**config.mk**
```make
export PLATFORM = sky130hd
export DESIGN_NAME = lorenz_euler_integrator_flat
export DESIGN_NICKNAME = d
export VERILOG_FILES = /design/src/rtl/lei_pkg.sv /design/src/rtl/lei_channels.sv /design/src/rtl/lorenz_euler_integrator.sv /design/src/flat_wrapper.sv
export SDC_FILE = /design/constraint.sdc
export NUM_CORES = 2
export LEC_CHECK = 0
export ABC_AREA = 1
export BUFFER_PORTS_ARGS = -buffer_cell sky130_fd_sc_hd__buf_2
export CORE_ASPECT_RATIO = 0.8
export CORE_MARGIN = 5
export CORE_UTILIZATION = 35
export CTS_BUF_LIST = sky130_fd_sc_hd__clkbuf_16
export DETAILED_ROUTE_END_ITERATION = 6
export PLACE_DENSITY = 0.55
export SKIP_CTS_REPAIR_TIMING = 1
export SLEW_MARGIN = 20
export SYNTH_ARGS = -nofsm -noshare
export SYNTH_HDL_FRONTEND = slang
export SYNTH_SLANG_ARGS = --single-unit
```
**constraint.sdc**
```tcl
create_clock -name clock -period 13.7 [get_ports clock]
set_input_delay 2.74 -clock clock [delete_from_list [all_inputs] [get_ports clock]]
set_output_delay 2.74 -clock clock [all_outputs]
set_load 0.02 [all_outputs]
```
**src/rtl/lei_pkg.sv**
```systemverilog
`timescale 1ns / 1ps
`default_nettype none
// ----------------------------------------------------------------------------
// lei_pkg
// Shared widths and register codes for the Lorenz Euler integrator.
// ----------------------------------------------------------------------------
package lei_pkg;

   localparam int COORD_WIDTH    = 32;
   localparam int PARAM_WIDTH    = 31;
   localparam int STEP_WIDTH     = 24;
   localparam int PROD_WIDTH     = 2 * COORD_WIDTH;
   localparam int CSR_DATA_WIDTH = 32;
   localparam int CSR_ADDR_WIDTH = 4;
   localparam int REG_IDX_WIDTH  = 2;

   typedef logic [REG_IDX_WIDTH-1:0] reg_idx_type;

   localparam reg_idx_type REG_SIGMA     = 2'd0;
   localparam reg_idx_type REG_RHO       = 2'd1;
   localparam reg_idx_type REG_BETA      = 2'd2;
   localparam reg_idx_type REG_TIME_STEP = 2'd3;

   typedef logic signed [COORD_WIDTH-1:0] coord_type;

endpackage : lei_pkg
`default_nettype wire

```
**src/rtl/lei_channels.sv**
```systemverilog
`timescale 1ns / 1ps
`default_nettype none
// ----------------------------------------------------------------------------
// lei_channels
// Valid/ready channels: step requests in, integrated points out.
// ----------------------------------------------------------------------------
interface lei_req_if;
   logic valid;
   logic ready;
   logic step_request;

   modport source (output valid, output step_request, input ready);
   modport sink   (input valid, input step_request, output ready);
endinterface : lei_req_if

interface lei_rsp_if;
   import lei_pkg::*;

   logic      valid;
   logic      ready;
   coord_type pos_x;
   coord_type pos_y;
   coord_type pos_z;
   logic      saturated;

   modport source (output valid, output pos_x, output pos_y, output pos_z,
                   output saturated, input ready);
   modport sink   (input valid, input pos_x, input pos_y, input pos_z,
                   input saturated, output ready);
endinterface : lei_rsp_if
`default_nettype wire

```
**src/rtl/lorenz_euler_integrator.sv**
```systemverilog
`timescale 1ns / 1ps
`default_nettype none
// ----------------------------------------------------------------------------
// lorenz_euler_integrator
// Forward Euler step of the Lorenz system in signed Q8.24 fixed point.
// ----------------------------------------------------------------------------
// Usage:
//  - req_bus carries tick beats. A beat with step_request set advances the
//    point (x, y, z) by one Euler step; a beat with it clear is dropped.
//  - rsp_bus carries one beat per step: the new point and a flag that is set
//    if any intermediate or result clamped at the signed 32-bit limits.
//  - sigma, rho, beta and time_step sit on the csr_ APB port at byte
//    addresses 0, 4, 8 and 12; write them only while the block is idle.
//  - A step runs after its accept cycle as nine ordered operations on the
//    shared 32x32 multiplier and add/clamp unit; the result beat is
//    registered when the last one completes. req_bus is not ready while a
//    step is in flight.
//  - A finished beat waits in the output register while the next request
//    is accepted; a step stalls on its final cycle only if that register is
//    still held by an earlier beat.
//  - Reset puts the point at (1.0, 1.0, 1.0) and loads the default
//    parameters (10.0, 28.0, 2.6666, 0.007).
// ----------------------------------------------------------------------------
module lorenz_euler_integrator #(
   parameter int FRAC_BITS = 24
) (
   input  wire                                 clock,
   input  wire                                 reset,
   lei_req_if.sink                             req_bus,
   lei_rsp_if.source                           rsp_bus,
   input  wire                                 csr_psel,
   input  wire                                 csr_penable,
   input  wire                                 csr_pwrite,
   input  wire  [lei_pkg::CSR_ADDR_WIDTH-1:0]  csr_paddr,
   input  wire  [lei_pkg::CSR_DATA_WIDTH-1:0]  csr_pwdata,
   output logic [lei_pkg::CSR_DATA_WIDTH-1:0]  csr_prdata,
   output logic                                csr_pready
);
   import lei_pkg::*;

   // reset values, capped to the register width
   localparam longint unsigned MAX_PARAM = (64'd1 << PARAM_WIDTH) - 64'd1;
   localparam longint unsigned MAX_STEP  = (64'd1 << STEP_WIDTH) - 64'd1;
   localparam longint unsigned SIGMA_RAW = 64'd10 << FRAC_BITS;
   localparam longint unsigned RHO_RAW   = 64'd28 << FRAC_BITS;
   localparam longint unsigned BETA_RAW  = ((64'd26666 << FRAC_BITS) + 64'd5000) / 64'd10000;
   localparam longint unsigned STEP_RAW  = ((64'd7 << FRAC_BITS) + 64'd500) / 64'd1000;
   localparam logic [PARAM_WIDTH-1:0] SIGMA_RST =
      PARAM_WIDTH'((SIGMA_RAW > MAX_PARAM) ? MAX_PARAM : SIGMA_RAW);
   localparam logic [PARAM_WIDTH-1:0] RHO_RST =
      PARAM_WIDTH'((RHO_RAW > MAX_PARAM) ? MAX_PARAM : RHO_RAW);
   localparam logic [PARAM_WIDTH-1:0] BETA_RST =
      PARAM_WIDTH'((BETA_RAW > MAX_PARAM) ? MAX_PARAM : BETA_RAW);
   localparam logic [STEP_WIDTH-1:0] STEP_RST =
      STEP_WIDTH'((STEP_RAW > MAX_STEP) ? MAX_STEP : STEP_RAW);
   localparam coord_type ONE_FIX = COORD_WIDTH'(64'd1 << FRAC_BITS);

   localparam int SUM_WIDTH = PROD_WIDTH + 1;

   // sequencer states, one shared-unit slot each
   localparam logic [3:0] ST_IDLE    = 4'd0;
   localparam logic [3:0] ST_SUB_YX  = 4'd1;
   localparam logic [3:0] ST_SUB_RZ  = 4'd2;
   localparam logic [3:0] ST_RATE_X  = 4'd3;
   localparam logic [3:0] ST_RATE_Y  = 4'd4;
   localparam logic [3:0] ST_PROD_XY = 4'd5;
   localparam logic [3:0] ST_RATE_Z  = 4'd6;
   localparam logic [3:0] ST_NEW_X   = 4'd7;
   localparam logic [3:0] ST_NEW_Y   = 4'd8;
   localparam logic [3:0] ST_NEW_Z   = 4'd9;

   logic [3:0]             state_ff, state_in;
   logic [PARAM_WIDTH-1:0] sigma_ff, rho_ff, beta_ff;
   logic [STEP_WIDTH-1:0]  step_ff;
   coord_type              coord_x_ff, coord_y_ff, coord_z_ff;
   coord_type              diff_ff, rate_x_ff, rate_y_ff, rate_z_ff;
   logic signed [PROD_WIDTH-1:0] prod_ff, prod_in;
   logic signed [PROD_WIDTH-1:0] xy_ff;
   logic                   sat_ff;
   logic                   rsp_valid_ff;
   coord_type              rsp_x_ff, rsp_y_ff, rsp_z_ff;
   logic                   rsp_sat_ff;

   logic                   csr_write;
   reg_idx_type            csr_idx;
   logic                   req_take;
   logic                   rsp_free;
   logic                   advance;
   logic                   mul_load;
   coord_type              mul_a, mul_b;
   logic signed [PROD_WIDTH-1:0] prod_sh;
   logic signed [PROD_WIDTH-1:0] alu_a, alu_b;
   logic                   alu_sub;
   logic signed [SUM_WIDTH-1:0] alu_sum;
   coord_type              alu_res;
   logic                   alu_clamp;
   logic                   alu_used;

   // ---------------------------------------------------------------- CSR port
   assign csr_pready = 1'b1;
   assign csr_idx    = csr_paddr[REG_IDX_WIDTH+1:2];
   assign csr_write  = csr_psel && csr_penable && csr_pwrite;

   always_comb begin
      unique case (csr_idx)
         REG_SIGMA:     csr_prdata = CSR_DATA_WIDTH'(sigma_ff);
         REG_RHO:       csr_prdata = CSR_DATA_WIDTH'(rho_ff);
         REG_BETA:      csr_prdata = CSR_DATA_WIDTH'(beta_ff);
         REG_TIME_STEP: csr_prdata = CSR_DATA_WIDTH'(step_ff);
         default:       csr_prdata = '0;
      endcase
   end

   always_ff @(posedge clock) begin
      if (reset) begin
         sigma_ff <= SIGMA_RST;
         rho_ff   <= RHO_RST;
         beta_ff  <= BETA_RST;
         step_ff  <= STEP_RST;
      end else if (csr_write) begin
         unique case (csr_idx)
            REG_SIGMA:     sigma_ff <= csr_pwdata[PARAM_WIDTH-1:0];
            REG_RHO:       rho_ff   <= csr_pwdata[PARAM_WIDTH-1:0];
            REG_BETA:      beta_ff  <= csr_pwdata[PARAM_WIDTH-1:0];
            REG_TIME_STEP: step_ff  <= csr_pwdata[STEP_WIDTH-1:0];
            default: ;
         endcase
      end
   end

   // ---------------------------------------------------------------- control
   assign req_bus.ready = (state_ff == ST_IDLE);
   assign req_take      = req_bus.valid && req_bus.ready;
   assign rsp_free      = !rsp_valid_ff || rsp_bus.ready;
   // hold the last slot while the output register is still occupied
   assign advance       = (state_ff != ST_IDLE) && ((state_ff != ST_NEW_Z) || rsp_free);

   always_comb begin
      state_in = state_ff;
      unique case (state_ff)
         ST_IDLE:    if (req_take && req_bus.step_request) begin
                        state_in = ST_SUB_YX;
                     end
         ST_SUB_YX:  state_in = ST_SUB_RZ;
         ST_SUB_RZ:  state_in = ST_RATE_X;
         ST_RATE_X:  state_in = ST_RATE_Y;
         ST_RATE_Y:  state_in = ST_PROD_XY;
         ST_PROD_XY: state_in = ST_RATE_Z;
         ST_RATE_Z:  state_in = ST_NEW_X;
         ST_NEW_X:   state_in = ST_NEW_Y;
         ST_NEW_Y:   state_in = ST_NEW_Z;
         ST_NEW_Z:   if (rsp_free) begin
                        state_in = ST_IDLE;
                     end
         default:    state_in = ST_IDLE;
      endcase
   end

   always_ff @(posedge clock) begin
      if (reset) begin
         state_ff <= ST_IDLE;
      end else begin
         state_ff <= state_in;
      end
   end

   // ---------------------------------------------------------------- multiplier
   always_comb begin
      mul_load = 1'b1;
      mul_a    = '0;
      mul_b    = '0;
      unique case (state_ff)
         ST_SUB_RZ:  begin mul_a = coord_type'({1'b0, sigma_ff}); mul_b = diff_ff;    end
         ST_RATE_X:  begin mul_a = coord_x_ff;                    mul_b = diff_ff;    end
         ST_RATE_Y:  begin mul_a = coord_x_ff;                    mul_b = coord_y_ff; end
         ST_PROD_XY: begin mul_a = coord_type'({1'b0, beta_ff});  mul_b = coord_z_ff; end
         ST_RATE_Z:  begin mul_a = coord_type'({8'd0, step_ff});  mul_b = rate_x_ff;  end
         ST_NEW_X:   begin mul_a = coord_type'({8'd0, step_ff});  mul_b = rate_y_ff;  end
         ST_NEW_Y:   begin mul_a = coord_type'({8'd0, step_ff});  mul_b = rate_z_ff;  end
         default:    mul_load = 1'b0;
      endcase
   end

   assign prod_in = mul_a * mul_b;
   // floor shift back to the fixed-point scale
   assign prod_sh = prod_ff >>> FRAC_BITS;

   always_ff @(posedge clock) begin
      if (mul_load) begin
         prod_ff <= prod_in;
      end
   end

   // ---------------------------------------------------------------- add/clamp unit
   always_comb begin
      alu_used = 1'b1;
      alu_sub  = 1'b1;
      alu_a    = '0;
      alu_b    = '0;
      unique case (state_ff)
         ST_SUB_YX: begin
            alu_a = PROD_WIDTH'(coord_y_ff);
            alu_b = PROD_WIDTH'(coord_x_ff);
         end
         ST_SUB_RZ: begin
            alu_a = PROD_WIDTH'({1'b0, rho_ff});
            alu_b = PROD_WIDTH'(coord_z_ff);
         end
         ST_RATE_X: begin
            alu_a = prod_sh;
         end
         ST_RATE_Y: begin
            alu_a = prod_sh;
            alu_b = PROD_WIDTH'(coord_y_ff);
         end
         ST_RATE_Z: begin
            alu_a = xy_ff;
            alu_b = prod_sh;
         end
         ST_NEW_X: begin
            alu_sub = 1'b0;
            alu_a   = PROD_WIDTH'(coord_x_ff);
            alu_b   = prod_sh;
         end
         ST_NEW_Y: begin
            alu_sub = 1'b0;
            alu_a   = PROD_WIDTH'(coord_y_ff);
            alu_b   = prod_sh;
         end
         ST_NEW_Z: begin
            alu_sub = 1'b0;
            alu_a   = PROD_WIDTH'(coord_z_ff);
            alu_b   = prod_sh;
         end
         default: alu_used = 1'b0;
      endcase
   end

   assign alu_sum = alu_sub ? (SUM_WIDTH'(alu_a) - SUM_WIDTH'(alu_b))
                            : (SUM_WIDTH'(alu_a) + SUM_WIDTH'(alu_b));

   always_comb begin
      alu_clamp = 1'b0;
      alu_res   = alu_sum[COORD_WIDTH-1:0];
      if (!alu_sum[SUM_WIDTH-1] && (|alu_sum[SUM_WIDTH-2:COORD_WIDTH-1])) begin
         alu_clamp = 1'b1;
         alu_res   = {1'b0, {(COORD_WIDTH-1){1'b1}}};
      end else if (alu_sum[SUM_WIDTH-1] && !(&alu_sum[SUM_WIDTH-2:COORD_WIDTH-1])) begin
         alu_clamp = 1'b1;
         alu_res   = {1'b1, {(COORD_WIDTH-1){1'b0}}};
      end
   end

   // ---------------------------------------------------------------- step state
   always_ff @(posedge clock) begin
      if (reset) begin
         coord_x_ff <= ONE_FIX;
         coord_y_ff <= ONE_FIX;
         coord_z_ff <= ONE_FIX;
         sat_ff     <= 1'b0;
      end else begin
         if (req_take) begin
            sat_ff <= 1'b0;
         end else if (advance && alu_used) begin
            sat_ff <= sat_ff | alu_clamp;
         end
         if (advance) begin
            unique case (state_ff)
               ST_NEW_X: coord_x_ff <= alu_res;
               ST_NEW_Y: coord_y_ff <= alu_res;
               ST_NEW_Z: coord_z_ff <= alu_res;
               default: ;
            endcase
         end
      end
   end

   always_ff @(posedge clock) begin
      unique case (state_ff)
         ST_SUB_YX,
         ST_SUB_RZ:  diff_ff   <= alu_res;
         ST_RATE_X:  rate_x_ff <= alu_res;
         ST_RATE_Y:  rate_y_ff <= alu_res;
         ST_PROD_XY: xy_ff     <= prod_sh;
         ST_RATE_Z:  rate_z_ff <= alu_res;
         default: ;
      endcase
   end

   // ---------------------------------------------------------------- result beat
   always_ff @(posedge clock) begin
      if (reset) begin
         rsp_valid_ff <= 1'b0;
      end else if (advance && (state_ff == ST_NEW_Z)) begin
         rsp_valid_ff <= 1'b1;
      end else if (rsp_bus.ready) begin
         rsp_valid_ff <= 1'b0;
      end
   end

   always_ff @(posedge clock) begin
      if (advance && (state_ff == ST_NEW_Z)) begin
         rsp_x_ff   <= coord_x_ff;
         rsp_y_ff   <= coord_y_ff;
         rsp_z_ff   <= alu_res;
         rsp_sat_ff <= sat_ff | alu_clamp;
      end
   end

   assign rsp_bus.valid     = rsp_valid_ff;
   assign rsp_bus.pos_x     = rsp_x_ff;
   assign rsp_bus.pos_y     = rsp_y_ff;
   assign rsp_bus.pos_z     = rsp_z_ff;
   assign rsp_bus.saturated = rsp_sat_ff;

endmodule : lorenz_euler_integrator
`default_nettype wire
```
**src/flat_wrapper.sv**
```systemverilog
// flat-port wrapper written by rule: the top's interface ports become plain ports
module lorenz_euler_integrator_flat import lei_pkg::*;
#(
   parameter int FRAC_BITS = 24
)
  (clock, reset, csr_psel, csr_penable, csr_pwrite, csr_paddr, csr_pwdata, csr_prdata, csr_pready, req_bus_valid, req_bus_step_request, req_bus_ready, rsp_bus_valid, rsp_bus_pos_x, rsp_bus_pos_y, rsp_bus_pos_z, rsp_bus_saturated, rsp_bus_ready);
  lei_req_if req_bus_i ();
  lei_rsp_if rsp_bus_i ();
  input  wire clock;
  input  wire reset;
  input  wire csr_psel;
  input  wire csr_penable;
  input  wire csr_pwrite;
  input  wire  [lei_pkg::CSR_ADDR_WIDTH-1:0] csr_paddr;
  input  wire  [lei_pkg::CSR_DATA_WIDTH-1:0] csr_pwdata;
  output logic [lei_pkg::CSR_DATA_WIDTH-1:0] csr_prdata;
  output logic csr_pready;
  input wire logic [$bits(req_bus_i.valid)-1:0] req_bus_valid;
  input wire logic [$bits(req_bus_i.step_request)-1:0] req_bus_step_request;
  output wire logic [$bits(req_bus_i.ready)-1:0] req_bus_ready;
  output wire logic [$bits(rsp_bus_i.valid)-1:0] rsp_bus_valid;
  output wire logic [$bits(rsp_bus_i.pos_x)-1:0] rsp_bus_pos_x;
  output wire logic [$bits(rsp_bus_i.pos_y)-1:0] rsp_bus_pos_y;
  output wire logic [$bits(rsp_bus_i.pos_z)-1:0] rsp_bus_pos_z;
  output wire logic [$bits(rsp_bus_i.saturated)-1:0] rsp_bus_saturated;
  input wire logic [$bits(rsp_bus_i.ready)-1:0] rsp_bus_ready;
  assign req_bus_i.valid = req_bus_valid;
  assign req_bus_i.step_request = req_bus_step_request;
  assign req_bus_ready = req_bus_i.ready;
  assign rsp_bus_valid = rsp_bus_i.valid;
  assign rsp_bus_pos_x = rsp_bus_i.pos_x;
  assign rsp_bus_pos_y = rsp_bus_i.pos_y;
  assign rsp_bus_pos_z = rsp_bus_i.pos_z;
  assign rsp_bus_saturated = rsp_bus_i.saturated;
  assign rsp_bus_i.ready = rsp_bus_ready;
  lorenz_euler_integrator #(.FRAC_BITS(FRAC_BITS)) u_core (.clock(clock), .reset(reset), .req_bus(req_bus_i), .rsp_bus(rsp_bus_i), .csr_psel(csr_psel), .csr_penable(csr_penable), .csr_pwrite(csr_pwrite), .csr_paddr(csr_paddr), .csr_pwdata(csr_pwdata), .csr_prdata(csr_prdata), .csr_pready(csr_pready));
endmodule
```
# == Word level (Yosys, flattened, before mapping) ==
# Index checks and enable logic that the tools add are counted.
# totals
latch_bits,0
output_inout_bits,132
romBits,0
ram_bits,0
register_bits,548
in_bits,44
word_cells,94
mem_count,0
# classes
n_mux,17
multipliers,1
reduce_logical,38
addsub,2
n_eq_ne,15
order_cmp,0
bitwise,1
shift,0
div_mod_pow,0
# op_table
cell,n
one-hot mux 64 bit (6 select lines),1
one-hot mux 32 bit (4 select lines),2
one-hot mux 64 bit (4 select lines),1
one-hot mux 32 bit (6 select lines),1
adder 64 x 64 -> 65 bit,1
2-to-1 mux 65 bit,1
subtractor 64 x 64 -> 65 bit,1
multiplier 32 x 32 -> 64 bit,1
2-to-1 mux 32 bit,2
one-hot mux 4 bit (10 select lines),1
AND reduction 33 bit,1
OR reduction 33 bit,1
equality test 4 x 3 -> 1 bit (second input constant),4
AND reduction 2 bit,8
OR reduction 2 bit,5
logical AND 1 bit,9
equality test 4 x 2 -> 1 bit (second input constant),2
equality test 4 bit (second input constant),2
2-to-1 mux 4 bit,2
OR reduction 8 bit,1
OR reduction 7 bit,1
2-to-1 mux 1 bit,6
OR reduction 3 bit,2
equality test 2 bit (second input constant),2
other kinds (13),16

# == Longest topological paths before layout ==
# logic_depth
ltp_word,11
mapped_depth,48
depth_no_buf,44

# == Least setup slack after synthesis ==
# OpenSTA, ideal clock, no wires.
# synth_path
kind,reg2reg
startpoint,register u_core.state_ff[2]
endpoint,"register u_core.prod_ff[51], data pin"
setup_slack_ps,4530
required_time_ps,13441
setup_ps,259
stages_incl_launch_ff,34
period_less_slack_ps,9170
n_path_buf,3
arrival_time_ps,8911
cell_sequence,dfxtp_1 > inv_2 > nor2_2 > nand2_1 > inv_1 > clkbuf_1 > clkbuf_1 > nand2_1 > nand3_1 > clkbuf_1 > nand2_1 > fa_1 > inv_1 > fa_1 > inv_1 > fa_1 > fa_1 > inv_1 > fa_1 > fa_1 > fa_1 > inv_1 > fa_1 > inv_1 > ha_1 > a21oi_1 > o21ai_0 > a21oi_1 > nor3_1 > a2111oi_0 > nand2_1 > nand2_1 > nand2_1 > xor2_1
# synth_between
elab_chain_cells,4
word_cells_on_any_way,13
cone_classes,1 x mul; 7 x eq/ne; 2 x mux; 3 x reduce/logical
# synth_rtl
item,line_no,rtl
"start, declared",lorenz_euler_integrator.sv:72,"logic [3:0] state_ff, state_in;"
"start signal, assigned",lorenz_euler_integrator.sv:163,state_ff <= state_in;
equality test 4 x 3 -> 1 bit (tied with other cells),lorenz_euler_integrator.sv:172,unique case (state_ff)
OR reduction 3 bit (no source line) / OR reduction 2 bit (equally long branches),n/a,
one-hot mux 32 bit (4 select lines) / one-hot mux 32 bit (6 select lines) (equally long branches),lorenz_euler_integrator.sv:172,
multiplier 32 x 32 -> 64 bit (*),lorenz_euler_integrator.sv:184,assign prod_in = mul_a * mul_b;
named net u_core.prod_in[51],lorenz_euler_integrator.sv:77,"logic signed [PROD_WIDTH-1:0] prod_ff, prod_in;"
"end signal, assigned",lorenz_euler_integrator.sv:190,prod_ff <= prod_in;
"end, declared",lorenz_euler_integrator.sv:77,
# The timed path passes the listed nets; every way through them passes the cells marked *.
# A chain may end at the register's enable or synchronous reset.

# == Final worst setup path ==
# layout_path
startpoint,register u_core.state_ff[2]
endpoint,"register u_core.prod_ff[60], data pin"
# Same word-level chain as after synthesis.

==> impl_metrics.prom <==
# TYPE chip_impl_metric gauge
chip_impl_info{name="run_status",value="finished clean"} 1
chip_impl_info{name="start_kind",value="flop"} 1
chip_impl_metric{name="critPathArrivalTime",unit="ps"} 11280
chip_impl_metric{name="ant_nets",unit=""} 0
chip_impl_metric{name="synth_nets",unit=""} 10180
chip_impl_metric{name="yosysWarningCount",unit=""} 0
chip_impl_info{name="synth_flop_cell",value="edfxtp_1"} 1
chip_impl_metric{name="num-nets-final",unit=""} 10190
chip_impl_info{name="worst_hold_path_type",value="flop to flop"} 1
chip_impl_metric{name="final-hold-violation-count",unit=""} 0
chip_impl_metric{name="dp_wirelength",unit="mm"} 202.5
chip_impl_metric{name="post-synth-top-area-fraction",unit=""} 0.3221
chip_impl_info{name="cp-end-kind",value="flop"} 1
chip_impl_metric{name="area.growth.synth_to_final",unit="%"} 8.128
chip_impl_metric{name="grt-ovfl-total",unit=""} 0
chip_impl_metric{name="synthArstFlopShare",unit=""} 0
chip_impl_metric{name="achievable-frequency",unit="GHz"} 0.09203
chip_impl_metric{name="r2r_cells",unit=""} 35
chip_impl_metric{name="average_via_count_per_standard_cell",unit=""} 4.979
chip_impl_metric{name="number_of_buffers_added_by_the_clock_tree_synthesis_step",unit=""} 51
chip_impl_metric{name="synthesis.area_per_instance",unit="um2"} 7.636
chip_impl_metric{name="worst_pin_slew",unit="ps"} 1172
chip_impl_metric{name="max-cap-violations",unit=""} 0
chip_impl_metric{name="setup_viol",unit=""} 0
chip_impl_metric{name="drc_errors",unit=""} 0
chip_impl_metric{name="die_w",unit="um"} 500.1
chip_impl_metric{name="drtIter0Drc",unit=""} 5974
chip_impl_metric{name="die_area",unit="um2"} 201100
chip_impl_metric{name="post_drt_wl_per_cell",unit="um"} 21.87
chip_impl_metric{name="core_area",unit="um2"} 190600
chip_impl_info{name="synth_top_cells_by_area",value="fa_1 32%, nand2_1 14%, edfxtp_1 14%"} 1
chip_impl_metric{name="total_of_flip_flops_plus_latches_after_synthesis",unit=""} 524
chip_impl_metric{name="timing.final.crit_period",unit="ps"} 10870
chip_impl_metric{name="final_layout_size_suffix_gt1_frac",unit=""} 0.05045
chip_impl_metric{name="tns",unit="ps"} 0
chip_impl_metric{name="start_util",unit=""} 0.3529
chip_impl_metric{name="slew_headroom",unit=""} 0.2186
chip_impl_metric{name="power.ir.vdd_worst",unit="mV"} 0.09184
chip_impl_metric{name="post_synth_inst_count",unit=""} 8807
chip_impl_metric{name="cts.path.max_buffers",unit=""} 3
chip_impl_info{name="layout.cells.most_common",value="nand2_1"} 1
chip_impl_metric{name="globalRouteTotalUtil",unit=""} 0.2467
chip_impl_metric{name="synth_edf_count",unit=""} 305
chip_impl_metric{name="clock_sink_count",unit=""} 524
chip_impl_metric{name="power-per-cell-area",unit="nW/um2"} 98.37
chip_impl_metric{name="synth_cell_type_count",unit=""} 55
chip_impl_info{name="grt_setup_unrepaired",value="no"} 1
chip_impl_metric{name="static-leakage-power",unit="uW"} 0.03902
chip_impl_metric{name="grt_start_max_net_pins",unit=""} 93
chip_impl_metric{name="period_share",unit=""} 0.7931
chip_impl_metric{name="holdPathStages",unit=""} 0
chip_impl_info{name="critical-path-slowest-cell",value="nand2_1"} 1
chip_impl_metric{name="h-tree-depth",unit=""} 2
chip_impl_metric{name="grt_pass1_vias",unit=""} 56480
chip_impl_metric{name="route.final.wire_length",unit="mm"} 249.4
chip_impl_metric{name="crit_path_max_incr_delay",unit="ps"} 720
chip_impl_metric{name="pin_count",unit=""} 176
chip_impl_metric{name="clock-skew-final",unit="ps"} 69.98
chip_impl_metric{name="placement.io_buffers",unit=""} 170
chip_impl_metric{name="synthesis.area",unit="um2"} 67250
chip_impl_metric{name="synth.yosys.seq_area_share",unit=""} 0.2014
chip_impl_metric{name="floorplan.die.height",unit="um"} 402.1
chip_impl_metric{name="post-layout-total-power",unit="uW"} 7153
chip_impl_metric{name="maxSlewViolCount",unit=""} 0
chip_impl_info{name="cts_tree",value="yes"} 1
chip_impl_metric{name="place_congestion",unit=""} 0.9501
chip_impl_metric{name="grt_pass1_wl",unit="mm"} 373.3
chip_impl_info{name="final_cell_mix",value="2494 x nand2_1, 2290 x inv_1, 1082 x fa_1"} 1
chip_impl_info{name="synthDominantAreaCellType",value="fa_1"} 1
chip_impl_metric{name="dr.pass1.iters",unit=""} 6
chip_impl_metric{name="fp-row-count",unit=""} 143
chip_impl_metric{name="clk_pin_slew_worst_paths",unit="ps"} 70
chip_impl_metric{name="crit_fanout",unit=""} 40
chip_impl_metric{name="antenna_found_initial",unit=""} 28
chip_impl_metric{name="timing.critical_path.required",unit="ps"} 14110
chip_impl_metric{name="vias",unit=""} 56780
chip_impl_metric{name="clk_latency",unit="ps"} 660
chip_impl_info{name="crit_type",value="flop to flop"} 1
chip_impl_info{name="cts_root_buf",value="clkbuf_16"} 1
[where the power goes]
group	switching (uW)	total, uW	internal [uW]
Sequential	106	2130	2020
Clock	690	1520	828
Combinational	2660	3510	844
[sequential cells by signal, indices dropped and copies added, names as in the netlist, 4 cells and up]
signal,cells
u_core.rho_ff,31
u_core.rsp_bus.pos_x,32
u_core.coord_z_ff,32
u_core.coord_x_ff,32
u_core.sigma_ff,31
u_core.rate_x_ff,32
u_core.diff_ff,32
u_core.step_ff,24
u_core.state_ff,4
u_core.rsp_bus.pos_y,32
u_core.prod_ff,40
u_core.rsp_bus.pos_z,32
u_core.coord_y_ff,32
u_core.xy_ff,40
u_core.beta_ff,31
u_core.rate_y_ff,32
u_core.rate_z_ff,32
[final timing paths]
path	start	to	slack (ps)
setup / recovery	u_core.state_ff[2]$_SDFFE_PP0P_	u_core.prod_ff[60]$_DFFE_PP_	2830
hold / removal	u_core.coord_y_ff[31]$_SDFFE_PP0P_	u_core.rsp_bus.pos_y[31]$_DFFE_PP_	430
setup reg to reg	u_core.state_ff[2]$_SDFFE_PP0P_	u_core.prod_ff[60]$_DFFE_PP_	2830
hold reg to reg	u_core.coord_y_ff[31]$_SDFFE_PP0P_	u_core.rsp_bus.pos_y[31]$_DFFE_PP_	430
[per-stage QoR]
step                  util  instances  area (um2)  worst slack [ps]  hold slack, ps
global placement    0.3724      11300       70950              2913           419.1
CTS                 0.3815      11400       72700              2897           430.6
floorplan                -       8807       67250              4530           408.2
detailed placement  0.3724      11300       70950              2926           414.7
global route        0.3815      11400       72700              2391           443.4
finish              0.3816      11400       72720              2834           430.7
[area by class of cell]
class                           instances  area [um2]
Clock buffer                           55        1376
Tap cell                             2537        3174
Antenna cell                            7       17.52
Timing Repair Buffer                  293        1789
Multi-Input combinational cell       5645       43800
Sequential cell                       524       13540
Fill cell                           19800      117800
Inverter                             2302        8647
Clock inverter                         41       374.1
[worst max-delay path: cells and delay by family, from the launching register on]
kind / cells / cell delay [ps]
AND/OR/NAND/NOR: 10 / 2240
AO/OA/AOI/OAI: 6 / 1880
buffers and inverters: 10 / 1610
adder cells (fa/ha/maj): 9 / 4390
flip-flops: 1 / 410
[per-layer routing]
layer | track usage | share of wire | vias up
met5 | 0 | 0.00024 | -
met4 | 0.04523 | 0.021 | 8
met3 | 0.06006 | 0.11 | 219
met2 | 0.3450 | 0.40 | 2430
met1 | 0.3852 | 0.47 | 28160
li1 | - | - | 25960
[cells in the mapped netlist, types with 6 or more instances]
cell type	count
inv_1	2290
xnor2_1	20
buf_2	17
o221ai_1	18
o21ai_0	194
ha_1	245
fa_1	1082
buf_1	20
nor2_1	598
inv_2	6
a221oi_1	40
edfxtp_1	305
nand2_1	2499
a22o_1	14
nand3_1	288
a31oi_1	12
o21a_1	9
buf_6	10
xor2_1	88
nor3_1	30
o211ai_1	20
nand4_1	49
and3_1	6
a21oi_2	13
nand2_2	7
o22ai_1	23
a22oi_1	27
o2111ai_1	16
clkbuf_1	286
clkinv_1	6
dfxtp_1	219
nor4_1	26
a21oi_1	268
[cells by family (layout without fill, tap and decap cells)]
kind of cell | count (synthesis) | in the layout | synth area share
compound gates | 683 | 683 | 0.06069
flops | 524 | 524 | 0.2014
xor+xnor | 108 | 108 | 0.01406
simple gates | 3525 | 3525 | 0.2073
fa+ha+maj | 1327 | 1327 | 0.3677
buf+inv | 2638 | 2691 | 0.1488
other cells | 2 | 9 | 0.0001117
Power figures use the tool's default switching activity.
